<file path="src/hdl/cpte_pkg.sv">
// Shared types and constants for the code point text encoder.
`default_nettype none
package cpte_pkg;

  localparam int CP_W        = 21;
  localparam int BYTE_W      = 8;
  localparam int MAX_BYTES   = 4;
  localparam int IDX_W       = 2;
  localparam int REG_DATA_W  = 2;
  localparam int REG_INDEX_W = 2;
  localparam int QUEUE_DEPTH = 2;

  typedef enum logic [1:0] {
    MODE_LATIN = 2'd0,
    MODE_UTF8  = 2'd1,
    MODE_UTF16 = 2'd2,
    MODE_ALT16 = 2'd3
  } cpte_mode_t;

  localparam logic [REG_INDEX_W-1:0] REG_ENCODING_MODE = 2'd0;
  localparam logic [REG_INDEX_W-1:0] REG_CRLF_ENABLE   = 2'd1;
  localparam logic [REG_INDEX_W-1:0] REG_UTF16_LE      = 2'd2;

  localparam logic [CP_W-1:0]   NEWLINE_CP     = 21'h00000A;
  localparam logic [BYTE_W-1:0] CR_CODE        = 8'd13;
  localparam logic [15:0]       CR_UNIT        = 16'd13;
  localparam logic [15:0]       REPLACEMENT_CP = 16'hFFFD;
  localparam logic [CP_W-1:0]   ONE_BYTE_MAX   = 21'h00007F;
  localparam logic [CP_W-1:0]   TWO_BYTE_MAX   = 21'h0007FF;
  localparam logic [CP_W-1:0]   BMP_MAX        = 21'h00FFFF;
  localparam logic [CP_W-1:0]   UNICODE_MAX    = 21'h10FFFF;
  localparam logic [CP_W-1:0]   SUPP_BASE      = 21'h010000;
  localparam logic [15:0]       HIGH_SURR      = 16'hD800;
  localparam logic [15:0]       LOW_SURR       = 16'hDC00;
  localparam logic [BYTE_W-1:0] LEAD2          = 8'hC0;
  localparam logic [BYTE_W-1:0] LEAD3          = 8'hE0;
  localparam logic [BYTE_W-1:0] LEAD4          = 8'hF0;
  localparam logic [BYTE_W-1:0] CONT           = 8'h80;

  typedef struct packed {
    logic [MAX_BYTES-1:0][BYTE_W-1:0] bytes;
    logic [IDX_W-1:0]                 last_idx;
  } cpte_entry_t;

  typedef struct packed {
    logic full;
    logic empty;
  } cpte_qstat_t;

endpackage
`default_nettype wire

</file>
<file path="src/hdl/cpte_front.sv">
// Front end: configuration registers and classification of a code point into its bytes.
`default_nettype none
module cpte_front (
  input  wire logic                               clk,
  input  wire logic                               rst,
  input  wire logic                               wr_en,
  input  wire logic [cpte_pkg::REG_INDEX_W-1:0]   wr_index,
  input  wire logic [cpte_pkg::REG_DATA_W-1:0]    wr_data,
  input  wire logic [cpte_pkg::CP_W-1:0]          code_point,
  output cpte_pkg::cpte_entry_t                   entry
);
  import cpte_pkg::*;

  cpte_mode_t encoding_mode;
  logic       crlf_enable;
  logic       utf16_little_endian;

  always_ff @(posedge clk) begin
    if (rst) begin
      encoding_mode       <= MODE_UTF8;
      crlf_enable         <= 1'b0;
      utf16_little_endian <= 1'b0;
    end else if (wr_en) begin
      case (wr_index)
        REG_ENCODING_MODE: encoding_mode       <= cpte_mode_t'(wr_data);
        REG_CRLF_ENABLE:   crlf_enable         <= wr_data[0];
        REG_UTF16_LE:      utf16_little_endian <= wr_data[0];
        default: ;
      endcase
    end
  end

  logic            cr;
  logic [CP_W-1:0] supp;
  logic [15:0]     u0;
  logic [15:0]     u1;
  logic            two_units;

  always_comb begin
    cr        = (code_point == NEWLINE_CP) && crlf_enable;
    supp      = code_point - SUPP_BASE;
    u0        = '0;
    u1        = '0;
    two_units = 1'b0;
    entry     = '0;
    case (encoding_mode)
      MODE_LATIN: begin
        if (cr) begin
          entry.bytes[0] = CR_CODE;
          entry.bytes[1] = code_point[7:0];
          entry.last_idx = 2'd1;
        end else begin
          entry.bytes[0] = code_point[7:0];
          entry.last_idx = 2'd0;
        end
      end
      MODE_UTF8: begin
        if (code_point <= ONE_BYTE_MAX) begin
          if (cr) begin
            entry.bytes[0] = CR_CODE;
            entry.bytes[1] = code_point[7:0];
            entry.last_idx = 2'd1;
          end else begin
            entry.bytes[0] = code_point[7:0];
            entry.last_idx = 2'd0;
          end
        end else if (code_point <= TWO_BYTE_MAX) begin
          entry.bytes[0] = LEAD2 | {3'b000, code_point[10:6]};
          entry.bytes[1] = CONT | {2'b00, code_point[5:0]};
          entry.last_idx = 2'd1;
        end else if (code_point <= BMP_MAX) begin
          entry.bytes[0] = LEAD3 | {4'b0000, code_point[15:12]};
          entry.bytes[1] = CONT | {2'b00, code_point[11:6]};
          entry.bytes[2] = CONT | {2'b00, code_point[5:0]};
          entry.last_idx = 2'd2;
        end else begin
          entry.bytes[0] = LEAD4 | {5'b00000, code_point[20:18]};
          entry.bytes[1] = CONT | {2'b00, code_point[17:12]};
          entry.bytes[2] = CONT | {2'b00, code_point[11:6]};
          entry.bytes[3] = CONT | {2'b00, code_point[5:0]};
          entry.last_idx = 2'd3;
        end
      end
      default: begin
        if (cr) begin
          u0        = CR_UNIT;
          u1        = code_point[15:0];
          two_units = 1'b1;
        end else if (code_point <= BMP_MAX) begin
          u0 = code_point[15:0];
        end else if (code_point <= UNICODE_MAX) begin
          u0        = HIGH_SURR | {6'b000000, supp[19:10]};
          u1        = LOW_SURR | {6'b000000, supp[9:0]};
          two_units = 1'b1;
        end else begin
          u0 = REPLACEMENT_CP;
        end
        if (utf16_little_endian) begin
          entry.bytes[0] = u0[7:0];
          entry.bytes[1] = u0[15:8];
          entry.bytes[2] = u1[7:0];
          entry.bytes[3] = u1[15:8];
        end else begin
          entry.bytes[0] = u0[15:8];
          entry.bytes[1] = u0[7:0];
          entry.bytes[2] = u1[15:8];
          entry.bytes[3] = u1[7:0];
        end
        entry.last_idx = two_units ? 2'd3 : 2'd1;
      end
    endcase
  end

endmodule
`default_nettype wire

</file>
<file path="src/hdl/cpte_queue.sv">
// Short queue of classified entries between front and back.
`default_nettype none
module cpte_queue #(
  parameter int DEPTH = cpte_pkg::QUEUE_DEPTH
) (
  input  wire logic                   clk,
  input  wire logic                   rst,
  input  wire logic                   push,
  input  wire cpte_pkg::cpte_entry_t  push_entry,
  input  wire logic                   pop,
  output cpte_pkg::cpte_entry_t       head,
  output cpte_pkg::cpte_qstat_t       stat
);
  import cpte_pkg::*;

  localparam int PTR_W = (DEPTH > 1) ? $clog2(DEPTH) : 1;
  localparam int CNT_W = $clog2(DEPTH + 1);
  localparam logic [PTR_W-1:0] LAST_PTR = PTR_W'(DEPTH - 1);
  localparam logic [CNT_W-1:0] FULL_CNT = CNT_W'(DEPTH);

  cpte_entry_t      mem [DEPTH];
  logic [PTR_W-1:0] wr_ptr;
  logic [PTR_W-1:0] rd_ptr;
  logic [CNT_W-1:0] count;
  logic             do_push;
  logic             do_pop;

  assign stat.full  = (count == FULL_CNT);
  assign stat.empty = (count == '0);
  assign do_push    = push && !stat.full;
  assign do_pop     = pop && !stat.empty;
  assign head       = mem[rd_ptr];

  always_ff @(posedge clk) begin
    if (do_push) begin
      mem[wr_ptr] <= push_entry;
    end
  end

  always_ff @(posedge clk) begin
    if (rst) begin
      wr_ptr <= '0;
      rd_ptr <= '0;
      count  <= '0;
    end else begin
      if (do_push) begin
        wr_ptr <= (wr_ptr == LAST_PTR) ? '0 : wr_ptr + 1'b1;
      end
      if (do_pop) begin
        rd_ptr <= (rd_ptr == LAST_PTR) ? '0 : rd_ptr + 1'b1;
      end
      if (do_push && !do_pop) begin
        count <= count + 1'b1;
      end else if (do_pop && !do_push) begin
        count <= count - 1'b1;
      end
    end
  end

endmodule
`default_nettype wire

</file>
<file path="src/hdl/cpte_back.sv">
// Back end: sends the bytes of each entry, one per cycle, through registered outputs.
`default_nettype none
module cpte_back (
  input  wire logic                          clk,
  input  wire logic                          rst,
  input  wire cpte_pkg::cpte_entry_t         head,
  input  wire cpte_pkg::cpte_qstat_t         stat,
  output logic                               pop,
  output logic                               strobe,
  output logic [cpte_pkg::BYTE_W-1:0]        out_byte,
  output logic                               last_byte
);
  import cpte_pkg::*;

  cpte_entry_t      cur;
  logic             active;
  logic [IDX_W-1:0] idx;
  logic             at_end;

  assign at_end = (idx == cur.last_idx);
  assign pop    = (!active || at_end) && !stat.empty;

  always_ff @(posedge clk) begin
    if (rst) begin
      active <= 1'b0;
      idx    <= '0;
      strobe <= 1'b0;
    end else begin
      strobe <= active;
      if (pop) begin
        active <= 1'b1;
        idx    <= '0;
      end else if (active && at_end) begin
        active <= 1'b0;
      end else if (active) begin
        idx <= idx + 1'b1;
      end
    end
  end

  always_ff @(posedge clk) begin
    out_byte  <= cur.bytes[idx];
    last_byte <= at_end;
    if (pop) begin
      cur <= head;
    end
  end

endmodule
`default_nettype wire

</file>
<file path="src/hdl/code_point_text_encoder.sv">
// Top level of the code point text encoder.
//
//   channel   ports                                  transfer
//   input     start, busy, code_point                start && !busy
//   result    strobe, out_byte, last_byte            strobe, one cycle each
//   config    wr_en, wr_index, wr_data               wr_en
//
// One result byte per cycle while an item is being sent; an item has 1 to 4 bytes,
// all sent through the back end's single byte lane.
// A new item may be taken every cycle while the two-entry queue has room.
// When idle, a taken item passes the queue and the back end's entry register before its first byte.
// Reset clears the queue, the back end and the registers to UTF-8, no CR, big-endian.
// busy rises only when the queue is full; the result side never stalls.
`default_nettype none
module code_point_text_encoder #(
  parameter int QUEUE_DEPTH = cpte_pkg::QUEUE_DEPTH
) (
  input  wire logic                               clk,
  input  wire logic                               rst,
  input  wire logic                               start,
  output logic                                    busy,
  input  wire logic [cpte_pkg::CP_W-1:0]          code_point,
  output logic                                    strobe,
  output logic [cpte_pkg::BYTE_W-1:0]             out_byte,
  output logic                                    last_byte,
  input  wire logic                               wr_en,
  input  wire logic [cpte_pkg::REG_INDEX_W-1:0]   wr_index,
  input  wire logic [cpte_pkg::REG_DATA_W-1:0]    wr_data
);
  import cpte_pkg::*;

  cpte_entry_t  entry;
  cpte_entry_t  head;
  cpte_qstat_t  stat;
  logic         pop;

  assign busy = stat.full;

  cpte_front u_front (
    .clk        (clk),
    .rst        (rst),
    .wr_en      (wr_en),
    .wr_index   (wr_index),
    .wr_data    (wr_data),
    .code_point (code_point),
    .entry      (entry)
  );

  cpte_queue #(
    .DEPTH (QUEUE_DEPTH)
  ) u_queue (
    .clk        (clk),
    .rst        (rst),
    .push       (start),
    .push_entry (entry),
    .pop        (pop),
    .head       (head),
    .stat       (stat)
  );

  cpte_back u_back (
    .clk       (clk),
    .rst       (rst),
    .head      (head),
    .stat      (stat),
    .pop       (pop),
    .strobe    (strobe),
    .out_byte  (out_byte),
    .last_byte (last_byte)
  );

endmodule
`default_nettype wire

</file>
<file path="config.mk">
export PLATFORM = sky130hd
export DESIGN_NAME = code_point_text_encoder
export DESIGN_NICKNAME = d
export VERILOG_FILES = /design/src/hdl/cpte_pkg.sv /design/src/hdl/cpte_front.sv /design/src/hdl/cpte_queue.sv /design/src/hdl/cpte_back.sv /design/src/hdl/code_point_text_encoder.sv
export SDC_FILE = /design/constraint.sdc
export NUM_CORES = 1
export LEC_CHECK = 0
export BUFFER_PORTS_ARGS = -buffer_cell sky130_fd_sc_hd__buf_4
export CAP_MARGIN = 20
export CORE_MARGIN = 1.5
export CORE_UTILIZATION = 33
export DETAILED_ROUTE_END_ITERATION = 7
export PLACE_DENSITY_LB_ADDON = 0.1
export SLEW_MARGIN = 30
export SYNTH_ARGS = -nofsm -noshare
export SYNTH_HDL_FRONTEND = slang
export SYNTH_SLANG_ARGS = --single-unit
</file>
<file path="constraint.sdc">
create_clock -name clk -period 5.5 [get_ports clk]
set_input_delay 0.55 -clock clk [delete_from_list [all_inputs] [get_ports clk]]
set_output_delay 0.55 -clock clk [all_outputs]
set_load 0.05 [all_outputs]
</file>
Yosys cells after proc, flatten, opt, wreduce, memory -nomap -nowiden

Memories as Yosys holds them, arrays and structs flattened. A register that Yosys moved wholly into a read port is not among the register bits.
Index checks and enable logic that the tools add are counted.

Bits in writable memories: 68
Latch bits: 0
Memory bits (read-only): 0
Bits in registers: 21
Word-level logic and storage cells: 86
Memories: 1
Output and inout port bits: 11

Shift-type cells: 0
$mul: 0
Reductions and logical operators: 24
Order comparisons: 5
Add/subtract/negate cells: 6
Multiplexer cells: 32
Equality and inequality tests: 6
Divide/modulo/power cells: 0
Bitwise gates (word level): 1

Memories:

| name        | depth | width | read ports | clocked after memory_dff | wr ports | line             | source |
|---|---|---|---|---|---|---|---|
| u_queue.mem | 2     | 34    | 1          | 1                        | 1        | cpte_queue.sv:21 | `cpte_entry_t mem [DEPTH];` |

Operators by type and width:

| cell                                                              | count |
|---|---|
| two-way mux 16 bit                                                | 7 |
| two-way mux 18 bit                                                | 2 |
| case mux 18 bit (2 select lines)                                  | 1 |
| two-way mux 32 bit                                                | 1 |
| case mux 16 bit (2 select lines)                                  | 1 |
| two-way mux 24 bit                                                | 1 |
| two-way mux 8 bit                                                 | 3 |
| equality test 21 x 4 -> 1 bit (second input constant)             | 1 |
| less-or-equal comparator 21 x 11 -> 1 bit (second input constant) | 1 |
| less-or-equal comparator 21 x 16 -> 1 bit (second input constant) | 1 |
| less-or-equal comparator 21 bit (second input constant)           | 1 |
| less-or-equal comparator 21 x 7 -> 1 bit (second input constant)  | 1 |
| subtractor 20 x 17 -> 20 bit (second input constant)              | 1 |
| binary-select mux 8 bit (select 2 bit)                            | 1 |
| two-way mux 14 bit                                                | 1 |
| two-way mux 1 bit                                                 | 10 |
| two-way mux 10 bit                                                | 1 |
| AND reduction 2 bit                                               | 4 |
| logical AND 1 bit                                                 | 7 |
| logical NOT 2 bit                                                 | 3 |
| two-way mux 2 bit                                                 | 3 |
| logical NOT 1 bit                                                 | 5 |
| adder 2 x 1 -> 2 bit (second input constant)                      | 2 |
| equality test 2 x 1 -> 1 bit (second input constant)              | 2 |
| 9 further kinds                                                   | 13 |

Longest topological paths before layout

Word-level depth: 7
Depth in mapped cells: 10
Depth with buffers taken out: 9

Cells and area by module

Synthesis repeated with hierarchy kept, for this count alone.

Cells, all modules: 486
Area, all modules: 6,160.9 µm²

Modules (own cells, without submodules):

| module     | area each (µm²) | cells each | times used |
|---|---|---|---|
| cpte_queue | 2,667.6         | 131        | 1 |
| cpte_front | 1,860.5         | 280        | 1 |
| cpte_back  | 1,632.8         | 75         | 1 |

Worst setup path after synthesis

No wires, ideal clock.

Path kind: register to register
Start: reg u_back.idx[1]
End: reg u_queue.count[1]
Path slack: 1.641 ns
Library setup time: 0.071 ns
Period minus slack after synthesis: 3.859 ns
Cell stages (with the launch flop): 9
Data arrival time: 3.788 ns
Required time: 5.429 ns
Cell sequence: dfxtp_1 clkbuf_1 xnor2_1 nand2_1 a21oi_1 inv_1 ha_1 or3_1 a21oi_1

Longest elaborated chain between the ends: 7
Elaborated cells on any way between the ends: 9
Those cells by class: eq/ne (1); mux (1); reduce/logical (7)

Ends and longest elaborated chain:

| what                                                           | line                          | source |
|---|---|---|
| start, declared                                                | cpte_back.sv:17               | `logic [IDX_W-1:0] idx;` |
| start signal, assigned                                         | cpte_back.sv:36               | `idx <= idx + 1'b1;` |
| equality test 2 bit *                                          | cpte_back.sv:20               | `assign at_end = (idx == cur.last_idx);` |
| logical OR 1 bit *                                             | cpte_back.sv:21               | `assign pop = (!active \|\| at_end) && !stat.empty;` |
| logical AND 1 bit *                                            | cpte_back.sv:21               |  |
| via pop                                                        | code_point_text_encoder.sv:35 | `logic pop;` |
| logical AND 1 bit *                                            | cpte_queue.sv:31              | `assign do_pop = pop && !stat.empty;` |
| logical NOT 1 bit                                              | cpte_queue.sv:52              | `if (do_push && !do_pop) begin` |
| logical AND 1 bit                                              | cpte_queue.sv:52              |  |
| two-way mux 2 bit / nonzero test 2 bit (equally long branches) | -                             |  |
| end signal, assigned                                           | cpte_queue.sv:53              | `count <= count + 1'b1;` |
| end signal, assigned                                           | cpte_queue.sv:55              | `count <= count - 1'b1;` |
| end, declared                                                  | cpte_queue.sv:24              | `logic [CNT_W-1:0] count;` |

The timed path passes the listed nets; every way through them passes the cells marked *.
A chain may end at the register's enable or synchronous reset.

==> results.txt <==
drt wl/cell: 21.80 µm
number of diodes: 0
GRT overflow: 0
Hold Violations, Final: 0
remaining antenna violation count: 0
outcome: completed
max-slew violation count: 0
setup TNS: 0 ps
CTS Buffer Depth: 2
total chip power: 0.003290 W
Crit path max-delay family: simple AND/OR/NAND/NOR gates
top-area cell type share of the netlist area: 51.28%
synth unique cells: 82
Clock transition at path regs: 50 ps
DRT Pass-1 Iters: 6
Hold-fix buffers, CTS: 0
Skew-Pair Late Insertion Delay: 420 ps
Worst Max-Slew Pin Slew: 880.5 ps
Total GRT Usage: 18.36%
via count: 4104
Mapped Area: 5973 µm²
Crit path depth: 8
Starting Density: 33.48%
antenna violations before repair: 0
hold_sp: wr_data[0]
Ys Warns: 0
nets: 528
headroom to the max-slew limit: 41.22%
vias per inst: 5.561
global-route wire length before repair: 24580 µm
core outline area: 17840 µm²
Final Cycle Share: 57.76%
post-synthesis sequential area ratio: 58.32%
share of cells above drive strength 1: 28.29%
Yosys reg bits: 123
critical path startpoint category: input port
syn_area_per_cell: 13.07 µm²
CP Capture Type: register
async set or reset register ratio after synthesis: 0%
FF-to-FF End: u_queue.count[1]$_SDFFE_PP0P_
pwr/cell area: 464.3 nW/µm²
Hold EP: u_front.encoding_mode[0]$_SDFFE_PP1P_
ordered list of cells on the worst path: buf_4 -> nand2_1 -> or4_1 -> o21ai_2 -> and2_2 -> a2bb2oi_1 -> nor2_1 -> a311oi_1
critical path buffer and inverter count: 1
IO buf count: 39
final setup fails: 0
post-cts repair resize count: 0
routability cong.: 0.9532
post-synthesis cell count: 457
Die Span Y: 137.5 µm
wirelength, routed: 16090 µm
Core Rows: 49
Die X: 137.5 µm
crit path kind: in -> reg
hold path depth: 2
cts bufs inserted: 17
EDFF count, synth: 102
P&R area growth vs syn: 18.62%
CTS Root Cell: clkbuf_16
Leakage: 2.467 nW
worst hold-check path type: in -> reg
vias in the first global route: 4004
initial drt markers: 341
Max IR drop VDD: 0.3180 mV
IO Count: 40
Post-DP HPWL: 10860 µm
Worst EP arrival: 3300 ps
Synth area leaders: edfxtp_1 (51%), dfxtp_1 (7.0%), mux2_2 (6.8%), mux4_2 (3.0%), nand2_1 (2.2%)
htree depth: 4
setup repair bufs after CTS: 0
R2R setup slack: 2570 ps
worst r2r path cells: 8
syn_nets: 489
RSZ-0062 raised after global routing: no
Worst Path Required: 5620 ps
Synth Flop Type: edfxtp_1
min Tclk post-route: 3177 ps
CP Max Fanout: 22
FMAX: 0.3148 GHz
Slowest cell on crit path: or4_1
total clock sinks: 123
Fill cells: 1693
Synth area leader: edfxtp_1
max_cap viols: 0
largest stage delay on the critical path: 650 ps
die footprint: 18920 µm²
largest net degree at the start of global routing: 39
DRC: 0
clk_skew: 8.370 ps
CTS tree: built
Crit Reg-Reg Startpoint: u_back.idx[0]$_SDFFE_PP0P_
power breakdown:
group	leakage [nW]	switching (W)	internal, W	total (W)
logic	1.06	0.000460	0.000289	0.000749
clock network	0.294	0.000397	0.000712	0.00111
registers	1.11	0.0000935	0.00134	0.00143
total	2.47	0.000951	0.00234	0.00329
worst max path at each step:
| stage | startpoint | end |
|---|---|---|
| after floorplan | u_back.idx[1]$_SDFFE_PP0P_ | u_queue.count[1]$_SDFFE_PP0P_ |
| after global placement | code_point[1] | u_queue.mem[0][16]$_DFFE_PP_ |
| after detailed placement | code_point[1] | u_queue.mem[0][16]$_DFFE_PP_ |
| after CTS | code_point[1] | u_queue.mem[0][16]$_DFFE_PP_ |
| after global routing | u_back.idx[0]$_SDFFE_PP0P_ | u_queue.count[1]$_SDFFE_PP0P_ |
| final | code_point[1] | u_queue.mem[0][16]$_DFFE_PP_ |
registers in the layout, summed over array words and instances (netlist names):
signal                       cells
u_back.active                    1
u_front.crlf_enable              1
u_queue.wr_ptr                   1
u_back.last_byte                 1
u_back.idx                       2
u_queue.mem                     68
u_front.utf16_little_endian      1
u_back.cur                      34
u_back.out_byte                  8
u_front.encoding_mode            2
u_queue.rd_ptr                   1
u_back.strobe                    1
u_queue.count                    2
metrics by stage:
step / std cells / area [µm²] / utilization [%] / setup slack, ps / hold slack [ps]
floorplan: 457 / 5973 / - / 1641 / 454.4
global placement: 706 / 6481 / 36.33 / 1869 / 478.5
global route: 738 / 7086 / 39.72 / 2240 / 352.3
finish: 738 / 7086 / 39.72 / 2323 / 357.2
CTS: 738 / 7086 / 39.72 / 2385 / 336.2
detailed placement: 706 / 6481 / 36.33 / 1937 / 511.4
layout make-up:
type | count | area [µm²] | share of cell area, %
multi-input cells | 300 | 2340 | 33.02
clock buffers | 23 | 521.8 | 7.364
repair buffers | 45 | 337.8 | 4.768
flip-flops and latches | 123 | 3483 | 49.16
clock inverters | 9 | 82.58 | 1.165
inverters | 9 | 33.78 | 0.4768
well taps | 229 | 286.5 | 4.044
placed cells by master (no fill, tap or decap), types with 6 or more instances in the layout:
| cell type | instances |
|---|---|
| nor3_1 | 8 |
| nor2b_1 | 6 |
| a31oi_1 | 6 |
| nor2_1 | 28 |
| inv_1 | 8 |
| a21o_1 | 6 |
| nand2_1 | 35 |
| buf_4 | 45 |
| mux2_2 | 36 |
| dfxtp_1 | 21 |
| o21ai_0 | 9 |
| edfxtp_1 | 102 |
| mux2i_1 | 10 |
| nand3_1 | 12 |
| xor2_1 | 6 |
| clkbuf_16 | 20 |
| a21oi_1 | 19 |
| mux4_2 | 8 |
Yosys cell counts, types with 8 or more instances:
library cell    n
nor2_1         29
inv_1           8
o21ai_0         9
edfxtp_1      102
mux2_2         36
clkbuf_1        9
a21oi_1        20
nand3_1        12
nor3_1          8
mux4_2          8
mux2i_1        10
dfxtp_1        21
nand2_1        35
cell families after synthesis:
| family | after synthesis | share of synthesized area, % |
|---|---|---|
| and+or+nand+nor | 130 | 12.53 |
| DFF | 123 | 58.32 |
| AOI/OAI and AO/OA | 103 | 12.84 |
| muxes | 54 | 11.48 |
| buffers and inverters | 34 | 2.744 |
| xor gates and xnor gates | 10 | 1.466 |
| adders and majority gates | 3 | 0.6285 |
per-layer routing:
layer	up-vias	global-route usage (%)	share of wire (%)
met5	-	0	0
met4	0	8.480	3.3
met3	51	5.556	5.9
met2	174	26.78	44
met1	2017	24.96	47
li1	1862	-	-
Note: power is estimated with default switching activity, not from simulation.
